==> src/rtl/sobs_pkg.sv <==
`timescale 1ns / 1ps
`default_nettype none
// ----------------------------------------------------------------------------
// sobs_pkg
// Types and constants shared by the shifter operand pipeline.
// ----------------------------------------------------------------------------
package sobs_pkg;

   localparam int unsigned DATA_W  = 32;
   localparam int unsigned FIELD_W = 12;
   localparam int unsigned AMT_W   = 5;
   localparam int unsigned RSB_W   = 8;

   localparam logic [3:0] PC_INDEX = 4'hF;

   typedef enum logic [1:0] {
      SHIFT_LSL = 2'd0,
      SHIFT_LSR = 2'd1,
      SHIFT_ASR = 2'd2,
      SHIFT_ROR = 2'd3
   } shift_kind_type;

   typedef enum logic [2:0] {
      CARRY_FROM_IN  = 3'b001,
      CARRY_FROM_BIT = 3'b010,
      CARRY_ZERO     = 3'b100
   } carry_mode_type;

   // decode stage -> rotate stage
   typedef struct packed {
      logic [DATA_W-1:0] src;
      logic [AMT_W-1:0]  rot;
      logic [AMT_W-1:0]  shamt;
      logic              clear_all;
      logic              left;
      logic              fill;
      carry_mode_type    carry_mode;
      logic [AMT_W-1:0]  carry_idx;
      logic              carry_in;
   } decode_type;

   // rotate stage -> merge stage
   typedef struct packed {
      logic [DATA_W-1:0] rotated;
      logic [DATA_W-1:0] keep_mask;
      logic              fill;
      logic              carry;
   } rotate_type;

endpackage
`default_nettype wire

==> src/rtl/sobs_channels.sv <==
`timescale 1ns / 1ps
`default_nettype none
// ----------------------------------------------------------------------------
// sobs_channels
// Valid/ready channel interfaces for requests and responses.
// ----------------------------------------------------------------------------
interface sobs_req_if;
   logic                         valid;
   logic                         ready;
   logic [sobs_pkg::FIELD_W-1:0] operand_field;
   logic                         is_immediate;
   logic [sobs_pkg::DATA_W-1:0]  rm_value;
   logic [sobs_pkg::RSB_W-1:0]   shift_register_byte;
   logic                         carry_in;

   modport source (
      output valid, operand_field, is_immediate, rm_value, shift_register_byte, carry_in,
      input  ready
   );
   modport sink (
      input  valid, operand_field, is_immediate, rm_value, shift_register_byte, carry_in,
      output ready
   );
endinterface

interface sobs_rsp_if;
   logic                        valid;
   logic                        ready;
   logic [sobs_pkg::DATA_W-1:0] shifter_value;
   logic                        carry_out;

   modport source (
      output valid, shifter_value, carry_out,
      input  ready
   );
   modport sink (
      input  valid, shifter_value, carry_out,
      output ready
   );
endinterface
`default_nettype wire

==> src/rtl/sobs_decode_stage.sv <==
`timescale 1ns / 1ps
`default_nettype none
// ----------------------------------------------------------------------------
// sobs_decode_stage
// Decodes the operand field into a rotate amount, mask controls, fill bit and carry select.
// ----------------------------------------------------------------------------
module sobs_decode_stage (
   input  wire                          clock,
   input  wire                          reset,
   input  wire                          in_valid,
   output logic                         in_ready,
   input  wire [sobs_pkg::FIELD_W-1:0]  operand_field,
   input  wire                          is_immediate,
   input  wire [sobs_pkg::DATA_W-1:0]   rm_value,
   input  wire [sobs_pkg::RSB_W-1:0]    shift_register_byte,
   input  wire                          carry_in,
   output logic                         out_valid,
   input  wire                          out_ready,
   output sobs_pkg::decode_type         out_data
);

   logic                        valid_ff;
   logic                        valid_in;
   sobs_pkg::decode_type        data_ff;
   sobs_pkg::decode_type        data_in;

   sobs_pkg::shift_kind_type    kind;
   logic                        by_reg;
   logic [sobs_pkg::AMT_W-1:0]  imm_sh;
   logic [3:0]                  rot4;
   logic [sobs_pkg::RSB_W-1:0]  amt;
   logic [sobs_pkg::AMT_W-1:0]  amt5;
   logic                        amt_small;
   logic                        amt_32;
   logic [sobs_pkg::DATA_W-1:0] src;

   always_comb begin
      kind   = sobs_pkg::shift_kind_type'(operand_field[6:5]);
      by_reg = operand_field[4];
      imm_sh = operand_field[11:7];
      rot4   = operand_field[11:8];

      if (by_reg && operand_field[3:0] == sobs_pkg::PC_INDEX) begin
         src = rm_value + 32'd4;
      end else begin
         src = rm_value;
      end

      if (by_reg) begin
         amt = shift_register_byte;
      end else if (imm_sh == 5'd0 &&
                   (kind == sobs_pkg::SHIFT_LSR || kind == sobs_pkg::SHIFT_ASR)) begin
         amt = 8'd32;
      end else begin
         amt = {3'd0, imm_sh};
      end
      amt5      = amt[4:0];
      amt_small = (amt[7:5] == 3'd0);
      amt_32    = (amt == 8'd32);

      data_in.src        = src;
      data_in.rot        = 5'd0;
      data_in.shamt      = 5'd0;
      data_in.clear_all  = 1'b0;
      data_in.left       = 1'b0;
      data_in.fill       = 1'b0;
      data_in.carry_mode = sobs_pkg::CARRY_FROM_IN;
      data_in.carry_idx  = 5'd0;
      data_in.carry_in   = carry_in;

      if (is_immediate) begin
         data_in.src = {24'd0, operand_field[7:0]};
         data_in.rot = {rot4, 1'b0};
         if (rot4 != 4'd0) begin
            data_in.carry_mode = sobs_pkg::CARRY_FROM_BIT;
            data_in.carry_idx  = {rot4, 1'b0} - 5'd1;
         end
      end else if (!by_reg && imm_sh == 5'd0 && kind == sobs_pkg::SHIFT_ROR) begin
         // rotate right extended
         data_in.rot        = 5'd1;
         data_in.shamt      = 5'd1;
         data_in.fill       = carry_in;
         data_in.carry_mode = sobs_pkg::CARRY_FROM_BIT;
         data_in.carry_idx  = 5'd0;
      end else if (amt != 8'd0) begin
         case (kind)
            sobs_pkg::SHIFT_LSL: begin
               data_in.left = 1'b1;
               if (amt_small) begin
                  data_in.rot        = 5'd0 - amt5;
                  data_in.shamt      = amt5;
                  data_in.carry_mode = sobs_pkg::CARRY_FROM_BIT;
                  data_in.carry_idx  = 5'd0 - amt5;
               end else begin
                  data_in.clear_all  = 1'b1;
                  data_in.carry_mode = amt_32 ? sobs_pkg::CARRY_FROM_BIT
                                              : sobs_pkg::CARRY_ZERO;
                  data_in.carry_idx  = 5'd0;
               end
            end
            sobs_pkg::SHIFT_LSR, sobs_pkg::SHIFT_ASR: begin
               data_in.fill = (kind == sobs_pkg::SHIFT_ASR) ? src[31] : 1'b0;
               if (amt_small) begin
                  data_in.rot        = amt5;
                  data_in.shamt      = amt5;
                  data_in.carry_mode = sobs_pkg::CARRY_FROM_BIT;
                  data_in.carry_idx  = amt5 - 5'd1;
               end else begin
                  data_in.clear_all  = 1'b1;
                  data_in.carry_mode = (amt_32 || kind == sobs_pkg::SHIFT_ASR)
                                       ? sobs_pkg::CARRY_FROM_BIT : sobs_pkg::CARRY_ZERO;
                  data_in.carry_idx  = 5'd31;
               end
            end
            default: begin
               data_in.rot        = amt5;
               data_in.carry_mode = sobs_pkg::CARRY_FROM_BIT;
               data_in.carry_idx  = (amt5 == 5'd0) ? 5'd31 : amt5 - 5'd1;
            end
         endcase
      end
   end

   assign in_ready = !valid_ff || out_ready;
   assign valid_in = in_ready ? in_valid : valid_ff;

   always_ff @(posedge clock) begin
      if (reset) begin
         valid_ff <= 1'b0;
      end else begin
         valid_ff <= valid_in;
      end
   end

   always_ff @(posedge clock) begin
      if (in_ready && in_valid) begin
         data_ff <= data_in;
      end
   end

   assign out_valid = valid_ff;
   assign out_data  = data_ff;

endmodule
`default_nettype wire

==> src/rtl/sobs_rotate_stage.sv <==
`timescale 1ns / 1ps
`default_nettype none
// ----------------------------------------------------------------------------
// sobs_rotate_stage
// Barrel rotate, keep-mask generation and carry bit selection.
// ----------------------------------------------------------------------------
module sobs_rotate_stage (
   input  wire                        clock,
   input  wire                        reset,
   input  wire                        in_valid,
   output logic                       in_ready,
   input  wire sobs_pkg::decode_type  in_data,
   output logic                       out_valid,
   input  wire                        out_ready,
   output sobs_pkg::rotate_type       out_data
);

   logic                            valid_ff;
   logic                            valid_in;
   sobs_pkg::rotate_type            data_ff;
   sobs_pkg::rotate_type            data_in;
   logic [2*sobs_pkg::DATA_W-1:0]   doubled;
   logic [2*sobs_pkg::DATA_W-1:0]   shifted;
   logic [sobs_pkg::DATA_W-1:0]     ones;

   always_comb begin
      ones    = '1;
      doubled = {in_data.src, in_data.src};
      shifted = doubled >> in_data.rot;

      data_in.rotated = shifted[sobs_pkg::DATA_W-1:0];
      data_in.fill    = in_data.fill;

      if (in_data.clear_all) begin
         data_in.keep_mask = '0;
      end else if (in_data.left) begin
         data_in.keep_mask = ones << in_data.shamt;
      end else begin
         data_in.keep_mask = ones >> in_data.shamt;
      end

      case (in_data.carry_mode)
         sobs_pkg::CARRY_FROM_BIT: data_in.carry = in_data.src[in_data.carry_idx];
         sobs_pkg::CARRY_ZERO:     data_in.carry = 1'b0;
         default:                  data_in.carry = in_data.carry_in;
      endcase
   end

   assign in_ready = !valid_ff || out_ready;
   assign valid_in = in_ready ? in_valid : valid_ff;

   always_ff @(posedge clock) begin
      if (reset) begin
         valid_ff <= 1'b0;
      end else begin
         valid_ff <= valid_in;
      end
   end

   always_ff @(posedge clock) begin
      if (in_ready && in_valid) begin
         data_ff <= data_in;
      end
   end

   assign out_valid = valid_ff;
   assign out_data  = data_ff;

endmodule
`default_nettype wire

==> src/rtl/sobs_merge_stage.sv <==
`timescale 1ns / 1ps
`default_nettype none
// ----------------------------------------------------------------------------
// sobs_merge_stage
// Applies the keep mask and fill bit; holds the response register.
// ----------------------------------------------------------------------------
module sobs_merge_stage (
   input  wire                          clock,
   input  wire                          reset,
   input  wire                          in_valid,
   output logic                         in_ready,
   input  wire sobs_pkg::rotate_type    in_data,
   output logic                         out_valid,
   input  wire                          out_ready,
   output logic [sobs_pkg::DATA_W-1:0]  out_value,
   output logic                         out_carry
);

   logic                        valid_ff;
   logic                        valid_in;
   logic [sobs_pkg::DATA_W-1:0] value_ff;
   logic [sobs_pkg::DATA_W-1:0] value_in;
   logic                        carry_ff;

   assign value_in = (in_data.rotated & in_data.keep_mask) |
                     (~in_data.keep_mask & {sobs_pkg::DATA_W{in_data.fill}});

   assign in_ready = !valid_ff || out_ready;
   assign valid_in = in_ready ? in_valid : valid_ff;

   always_ff @(posedge clock) begin
      if (reset) begin
         valid_ff <= 1'b0;
      end else begin
         valid_ff <= valid_in;
      end
   end

   always_ff @(posedge clock) begin
      if (in_ready && in_valid) begin
         value_ff <= value_in;
         carry_ff <= in_data.carry;
      end
   end

   assign out_valid = valid_ff;
   assign out_value = value_ff;
   assign out_carry = carry_ff;

endmodule
`default_nettype wire

==> src/rtl/shifter_operand_barrel_shifter_core.sv <==
`timescale 1ns / 1ps
`default_nettype none
// ----------------------------------------------------------------------------
// shifter_operand_barrel_shifter_core
// Second-operand generator with shifter carry-out for data-processing ops.
//
// req_channel: one transaction per instruction carries the 12-bit operand
//   field, the immediate flag, Rm, the low byte of Rs and the carry flag.
// rsp_channel: one transaction per request with the shifted or rotated
//   operand and the shifter carry-out, in request order.
// Pipeline: an accepted request is registered in the decode, rotate and merge
//   register stages in turn before its response is valid.
// Throughput: one transaction per cycle; a new request is taken every cycle
//   while the response side keeps up.
// Reset (synchronous, active high) empties all stages; no responses are
//   pending afterwards.
// Stall: when rsp_channel.ready is low, stages fill behind the response
//   register and req_channel.ready drops once all three stages hold data;
//   nothing is dropped or duplicated.
// ----------------------------------------------------------------------------
module shifter_operand_barrel_shifter_core (
   input  wire        clock,
   input  wire        reset,
   sobs_req_if.sink   req_channel,
   sobs_rsp_if.source rsp_channel
);

   logic                 dec_valid;
   logic                 dec_ready;
   sobs_pkg::decode_type dec_data;
   logic                 rot_valid;
   logic                 rot_ready;
   sobs_pkg::rotate_type rot_data;

   sobs_decode_stage u_decode (
      .clock               (clock),
      .reset               (reset),
      .in_valid            (req_channel.valid),
      .in_ready            (req_channel.ready),
      .operand_field       (req_channel.operand_field),
      .is_immediate        (req_channel.is_immediate),
      .rm_value            (req_channel.rm_value),
      .shift_register_byte (req_channel.shift_register_byte),
      .carry_in            (req_channel.carry_in),
      .out_valid           (dec_valid),
      .out_ready           (dec_ready),
      .out_data            (dec_data)
   );

   sobs_rotate_stage u_rotate (
      .clock     (clock),
      .reset     (reset),
      .in_valid  (dec_valid),
      .in_ready  (dec_ready),
      .in_data   (dec_data),
      .out_valid (rot_valid),
      .out_ready (rot_ready),
      .out_data  (rot_data)
   );

   sobs_merge_stage u_merge (
      .clock     (clock),
      .reset     (reset),
      .in_valid  (rot_valid),
      .in_ready  (rot_ready),
      .in_data   (rot_data),
      .out_valid (rsp_channel.valid),
      .out_ready (rsp_channel.ready),
      .out_value (rsp_channel.shifter_value),
      .out_carry (rsp_channel.carry_out)
   );

endmodule
`default_nettype wire

==> src/flat_wrapper.sv <==
// flat-port wrapper written by rule: the top's interface ports become plain ports
module shifter_operand_barrel_shifter_core_flat 
  (clock, reset, req_channel_valid, req_channel_operand_field, req_channel_is_immediate, req_channel_rm_value, req_channel_shift_register_byte, req_channel_carry_in, req_channel_ready, rsp_channel_valid, rsp_channel_shifter_value, rsp_channel_carry_out, rsp_channel_ready);
  sobs_req_if req_channel_i ();
  sobs_rsp_if rsp_channel_i ();
  input  wire clock;
  input  wire reset;
  input wire logic [$bits(req_channel_i.valid)-1:0] req_channel_valid;
  input wire logic [$bits(req_channel_i.operand_field)-1:0] req_channel_operand_field;
  input wire logic [$bits(req_channel_i.is_immediate)-1:0] req_channel_is_immediate;
  input wire logic [$bits(req_channel_i.rm_value)-1:0] req_channel_rm_value;
  input wire logic [$bits(req_channel_i.shift_register_byte)-1:0] req_channel_shift_register_byte;
  input wire logic [$bits(req_channel_i.carry_in)-1:0] req_channel_carry_in;
  output wire logic [$bits(req_channel_i.ready)-1:0] req_channel_ready;
  output wire logic [$bits(rsp_channel_i.valid)-1:0] rsp_channel_valid;
  output wire logic [$bits(rsp_channel_i.shifter_value)-1:0] rsp_channel_shifter_value;
  output wire logic [$bits(rsp_channel_i.carry_out)-1:0] rsp_channel_carry_out;
  input wire logic [$bits(rsp_channel_i.ready)-1:0] rsp_channel_ready;
  assign req_channel_i.valid = req_channel_valid;
  assign req_channel_i.operand_field = req_channel_operand_field;
  assign req_channel_i.is_immediate = req_channel_is_immediate;
  assign req_channel_i.rm_value = req_channel_rm_value;
  assign req_channel_i.shift_register_byte = req_channel_shift_register_byte;
  assign req_channel_i.carry_in = req_channel_carry_in;
  assign req_channel_ready = req_channel_i.ready;
  assign rsp_channel_valid = rsp_channel_i.valid;
  assign rsp_channel_shifter_value = rsp_channel_i.shifter_value;
  assign rsp_channel_carry_out = rsp_channel_i.carry_out;
  assign rsp_channel_i.ready = rsp_channel_ready;
  shifter_operand_barrel_shifter_core u_core (.clock(clock), .reset(reset), .req_channel(req_channel_i), .rsp_channel(rsp_channel_i));
endmodule
==> config.mk <==
export PLATFORM = sky130hd
export DESIGN_NAME = shifter_operand_barrel_shifter_core_flat
export DESIGN_NICKNAME = d
export VERILOG_FILES = /design/src/rtl/sobs_pkg.sv /design/src/rtl/sobs_channels.sv /design/src/rtl/sobs_decode_stage.sv /design/src/rtl/sobs_rotate_stage.sv /design/src/rtl/sobs_merge_stage.sv /design/src/rtl/shifter_operand_barrel_shifter_core.sv /design/src/flat_wrapper.sv
export SDC_FILE = /design/constraint.sdc
export NUM_CORES = 1
export LEC_CHECK = 0
export BUFFER_PORTS_ARGS = -buffer_cell sky130_fd_sc_hd__clkbuf_2
export CORE_MARGIN = 5
export CORE_UTILIZATION = 40
export CTS_BUF_LIST = sky130_fd_sc_hd__clkbuf_8
export DETAILED_ROUTE_END_ITERATION = 16
export HOLD_SLACK_MARGIN = 0.1
export PLACE_DENSITY_LB_ADDON = 0.1
export SYNTH_ARGS = -nofsm -noshare
export SYNTH_HDL_FRONTEND = slang
export SYNTH_SLANG_ARGS = --single-unit
export TNS_END_PERCENT = 20
==> constraint.sdc <==
create_clock -name clock -period 10.4 [get_ports clock]
set_clock_uncertainty 0.1 [all_clocks]
set_input_delay 1.56 -clock clock [delete_from_list [all_inputs] [get_ports clock]]
set_output_delay 1.56 -clock clock [all_outputs]
set_load 0.005 [all_outputs]
**Word level (Yosys, flattened, before mapping)**

Index checks and enable logic that the tools add are counted.

- Output and inout bits: 35
- Logic and storage cells: 93
- Input bits: 58
- Register bits: 156

- Reductions and logical operators: 24
- Add/subtract/negate cells: 4
- Equal/unequal tests: 7
- Order comparisons: 1
- Bitwise gates (word level): 5
- Shift-type cells: 3
- Mux-type cells: 28

Operator list:

| kind | number |
|---|---|
| $and A32 B32 Y32 | 2 |
| $mux W32 | 2 |
| $shr A64 B5 Y32 | 1 |
| $mux W8 | 5 |
| $add A32 B3 Y32 const B | 1 |
| $not A32 Y32 | 1 |
| $or A32 B32 Y32 | 1 |
| $shl A32 B5 Y32 const A | 1 |
| $shr A32 B5 Y32 const A | 1 |
| $mux W10 | 3 |
| $mux W21 | 1 |
| $pmux W8 S2 | 1 |
| $pmux W6 S2 | 1 |
| $logic_not A5 Y1 | 2 |
| $mux W5 | 2 |
| $pmux W5 S2 | 1 |
| $sub A5 B1 Y5 const B | 2 |
| $mux W9 | 1 |
| $eq A8 B6 Y1 const B | 1 |
| $reduce_bool A8 Y1 | 1 |
| $logic_and A1 B1 Y1 | 7 |
| $mux W7 | 1 |
| $lt A5 B6 Y1 const B | 1 |
| $mux W3 | 2 |
| 18 further kinds | 30 |

**Longest topological paths before layout**

- Depth in word-level cells: 13
- Gate-level depth with buffers: 11
- Depth with buffers taken out: 9

**Cells and area by module**

Synthesis repeated with hierarchy kept, for this count alone.

- Cells, all modules: 790
- Area total of the unflattened synthesis: 9481.6 um^2

Modules (own cells, without submodules):

| module | area each (um^2) | seq. area each (um^2) | times used | cells each |
|---|---|---|---|---|
| sobs_rotate_stage | 4738.3 | 2001.9 | 1 | 394 |
| sobs_decode_stage | 3316.9 | 1641.6 | 1 | 323 |
| sobs_merge_stage | 1426.4 | 1011.0 | 1 | 73 |

**Worst setup path after synthesis**

OpenSTA, ideal clock, no wires.

- Kind: input-to-reg
- From: in rsp_channel_ready
- To: reg u_core.u_rotate.data_ff (netlist bit u_core.u_rotate.out_data[0]) (enable)
- Setup slack: 3.249 ns
- Setup time: 0.591 ns
- Buffers on the path: 0
- Required time: 9.709 ns
- Arrival: 6.460 ns
- Stages on the path: 2
- Cell sequence: nor2b_1 > a21boi_0

- Longest elaborated chain between the ends: 3

Ends and longest elaborated chain:

| item | RTL line | text |
|---|---|---|
| start, declared | flat_wrapper.sv:18 | `input wire logic [$bits(rsp_channel_i.ready)-1:0] rsp_channel_ready;` |
| $logic_or A1 B1 Y1 | sobs_merge_stage.sv:28 | `assign in_ready = !valid_ff \|\| out_ready;` |
| $logic_or A1 B1 Y1 | sobs_rotate_stage.sv:49 | `assign in_ready = !valid_ff \|\| out_ready;` |
| $logic_and A1 B1 Y1 | sobs_rotate_stage.sv:61 | `if (in_ready && in_valid) begin` |
| end signal, assigned | sobs_rotate_stage.sv:62 | `data_ff <= data_in;` |
| end, declared | sobs_rotate_stage.sv:20 | `sobs_pkg::rotate_type data_ff;` |

Every way passes these cells.
A chain may end at the register's enable or synchronous reset.

**Worst setup path after layout**

- From: in rsp_channel_ready
- To: out req_channel_ready

- Longest elaborated chain between the ends: 3

Ends and longest elaborated chain:

| item | RTL line | text |
|---|---|---|
| $logic_or A1 B1 Y1 | sobs_merge_stage.sv:28 |  |
| $logic_or A1 B1 Y1 | sobs_rotate_stage.sv:49 |  |
| $logic_or A1 B1 Y1 | sobs_decode_stage.sv:124 | `assign in_ready = !valid_ff \|\| out_ready;` |
| end, declared | flat_wrapper.sv:14 | `output wire logic [$bits(req_channel_i.ready)-1:0] req_channel_ready;` |

Every way passes these cells.

==> results by group <==
Final layout
  – Diodes inserted: 0
  – Most common cell after layout, fill and taps aside: edfxtp_1
  – Final-stage net count: 914
  – Area added between synthesis and finish: 11.3%
  – Fraction of final layout cells with drive strength greater than 1: 27.2%
  – Commonest cells after routing, fill and taps aside: edfxtp_1, clkbuf_2, nand2_1, nor2_1, o21ai_0
  – Final design instance area without fill: 0.0103 mm²

Power and ir drop
  – Power share of the sequential group: 51.6%
  – Maximum resistive drop on vdd: 0.0570 mV
  – Internal power component: 1100 µW
  – Clk pwr share: 27.8%
  – Tot Pwr: 1570 µW
  – Net switching share of the total power: 29.7%
  – Standby leakage power: 0.00374 µW
  – Combinational cell fraction of total power: 20.6%
  – Sw power: 466 µW
  – Power density relative to cell area: 152 mW/mm²

STA
  – Unrepaired setup endpoints after global routing: no
  – Hold Vio Cnt, Final: 0
  – Ratio of final minimum period to clock period: 40.3%
  – Crit path time final: 4.20 ns
  – Final Setup Violations: 0
  – Number of pins with negative max-slew slack in the final report: 0
  – Setup TNS: 0 ns
  – Worst slew margin: 17.0%
  – Highest clock frequency the design can meet: 238 MHz
  – Tightest Pin Transition: 1.24 ns

Synthesis
  – Xor/xnor share of the synthesized area: 3.02%
  – Main combinational cell family by area after synthesis: multiplexers
  – Top_reg_cell synth: edfxtp_1
  – Number of synthesized flops with an enable pin: 153
  – Compound-cell area share of the yosys netlist: 9.41%
  – Netlist area before placement: 0.00928 mm²
  – Count of mapped cells out of synthesis: 785
  – Distinct cell type count of the synthesized netlist: 53
  – Async SR Flop Fraction: 0%
  – Adder-cell share of the synthesized area: 1.08%
  – Part of the Yosys area used for sequential elements: 50.2%
  – Number of synthesized register bits: 156
  – Share of synthesized area spent on multiplexers: 22.4%
  – Synthesis warning total: 0
  – Per-instance average area after synthesis: 11.8 µm²
  – Net count of the mapped netlist: 851
  – Post-synthesis simple-gate area fraction: 11.1%

Floorplan
  – Total core area: 0.0227 mm²
  – Die area: 0.0263 mm²
  – Number of rows created at floorplan: 55
  – I/O pin count: 93
  – Die outline height: 162 µm
  – Initial cell density of the core: 40.9%
  – Horiz. Die Dim: 162 µm

Status
  – Status: completed

Worst setup path
  – Category of the worst setup path capture point: output port
  – Worst path max stage delay: 0.53 ns
  – Startpoint class of the critical path: primary input
  – Classification of the worst setup path: primary input to output port
  – Highest-delay cell along the critical path: nor2b_1
  – Top delay family on crit path: simple AND/OR/NAND/NOR gates
  – Critical path buffer and inverter count: 2
  – Critical path fanouts, max: 6
  – Cell type with the highest occurrence count on the critical path: clkbuf_2
  – List of cells traversed by the critical path: clkbuf_2 -> nor2b_1 -> nand3_1 -> clkbuf_2
  – Required time at the endpoint of the critical path: 8.74 ns
  – Arrival time at the worst endpoint: 2.54 ns

Detailed routing
  – DRT Wirelength: 22,000 µm
  – Vias: 6,452
  – Final antenna-violating net count: 0
  – Via count normalized by instance count: 5.63
  – Avg WL per Cell: 19.2 µm
  – Total iterations of the first detailed-routing run: 5
  – DRC violation count after routing: 0
  – First-iteration detailed-routing DRC count: 455

Clock tree
  – Number of clock sinks seen by CTS: 156
  – Root cell of the clock tree: clkbuf_8
  – CTS clock-pin slew for the worst setup and hold paths: 0.08 ns
  – CTS tree: built
  – CTS-repair resized insts: 0
  – Worst-skew pair later-pin latency: 0.45 ns
  – Max Root-Sink Buffers: 2
  – Post-CTS Hold Buffers: 0
  – CTS buffer count: 17
  – Total setup buffers inserted after CTS: 0
  – Total number of H-tree levels: 4

GRT
  – First-pass GRT wire length: 35,000 µm
  – Remaining Overflow, GRT: 0
  – Initial antenna violation count: 0
  – Maximum number of pins on one net before global-route repair: 67
  – Combined global-route utilization of all metal layers: 16.9%
  – Via count of the first global-routing pass: 6,294

Min path
  – Class of the worst hold path: flop to flop

Placement
  – Cell Area, Placed: 0.00996 mm²
  – Detailed placement HPWL: 16,400 µm
  – Final RePlAce weighted congestion: 0.868
  – Port Buffers: 92

Flow run
  – Reported max-cap violation count: 0
-- cell type report --
| class | count | area [µm²] |
|---|---|---|
| Clock buffer | 17 | 234 |
| Clock inverter | 15 | 138 |
| Inverter | 14 | 52.6 |
| Multi-Input combinational cell | 561 | 4390 |
| Timing Repair Buffer | 98 | 505 |
| Fill cell | 2097 | 12400 |
| Tap cell | 285 | 357 |
| Sequential cell | 156 | 4650 |
-- worst register-to-register path, delay by kind of cell, from the launching register on --
kind / cells / cell delay, ns
flops: 1 / 1.18
mux: 3 / 1.06
compound gates: 1 / 0.13
simple gates: 1 / 0.08
-- layer usage --
layer	up-vias	share of wire, %	routed length (µm)	GRT usage [%]
met5	-	0	0	0
met4	0	1.9	410	4.81
met3	20	4.0	887	3.10
met2	190	49	10800	28.1
met1	3130	45	9890	22.7
li1	3112	-	-	-
-- registers in the layout (all words and copies together), names as in the netlist --
name / count
u_core.u_rotate.out_valid: 1
u_core.u_merge.out_valid: 1
u_core.u_decode.out_data: 54
u_core.u_decode.out_valid: 1
u_core.u_merge.out_carry: 1
u_core.u_rotate.out_data: 66
u_core.u_merge.out_value: 32
-- path summary, 6_finish.rpt --
path / from / end / slack, ns / cells past startpoint
min: u_core.u_rotate.out_data[0]$_DFFE_PP_ / u_core.u_merge.out_carry$_DFFE_PP_ / 0.32 / 0
max reg2reg: u_core.u_decode.out_data[18]$_DFFE_PP_ / u_core.u_rotate.out_data[65]$_DFFE_PP_ / 7.59 / 5
min reg2reg: u_core.u_rotate.out_data[0]$_DFFE_PP_ / u_core.u_merge.out_carry$_DFFE_PP_ / 0.32 / 0
max: rsp_channel_ready / req_channel_ready / 6.20 / 4
-- synth_stat cells, types with 4 or more instances --
cell type | instances | area share, %
a21oi_1 | 34 | 1.8
a311oi_1 | 5 | 0.47
mux2i_1 | 56 | 6.0
a31oi_1 | 5 | 0.34
a211oi_1 | 5 | 0.40
nand3_1 | 20 | 1.1
nor2b_1 | 5 | 0.34
nand2b_1 | 6 | 0.40
o21ai_0 | 68 | 3.7
nor2_1 | 71 | 2.9
nand2_1 | 75 | 3.0
inv_1 | 14 | 0.57
nand4_1 | 5 | 0.34
mux4_2 | 39 | 9.5
buf_2 | 4 | 0.22
or3_1 | 4 | 0.27
xor2_1 | 19 | 1.8
o21a_1 | 4 | 0.32
ha_1 | 8 | 1.1
nor3_1 | 10 | 0.54
edfxtp_1 | 153 | 50
buf_1 | 7 | 0.28
clkbuf_1 | 42 | 1.7
and4_1 | 5 | 0.47
and3_1 | 9 | 0.61
xnor2_1 | 13 | 1.2
mux2_2 | 57 | 6.9
-- power groups by stage --
stage	registers [µW]	clock network (µW)	logic, µW
after floorplan	790	0	252
after global placement	820	0	321
after detailed placement	822	0	325
after CTS	808	449	327
after global routing	815	478	358
final	808	435	323
-- per-stage QoR --
stage                     std cells  worst slack, ns  utilization [%]  hold WS, ns
final                          1146             6.20             45.5        0.324
after global routing           1146             6.14             45.5        0.332
after CTS                      1146             6.22             45.5        0.327
after detailed placement       1114             6.08             43.9        0.307
after global placement         1114             6.12             43.9        0.323
after floorplan                 785             3.25                -        0.300
-- cells by family (layout without fill, tap and decap cells) --
| group | after synthesis | after routing |
|---|---|---|
| flops | 156 | 156 |
| simple gates | 223 | 223 |
| xor+xnor | 32 | 32 |
| compound gates | 146 | 146 |
| buf+inv | 68 | 144 |
| fa+ha+maj | 8 | 8 |
| mux | 152 | 152 |
No activity file was read; power rests on OpenSTA's default activity.
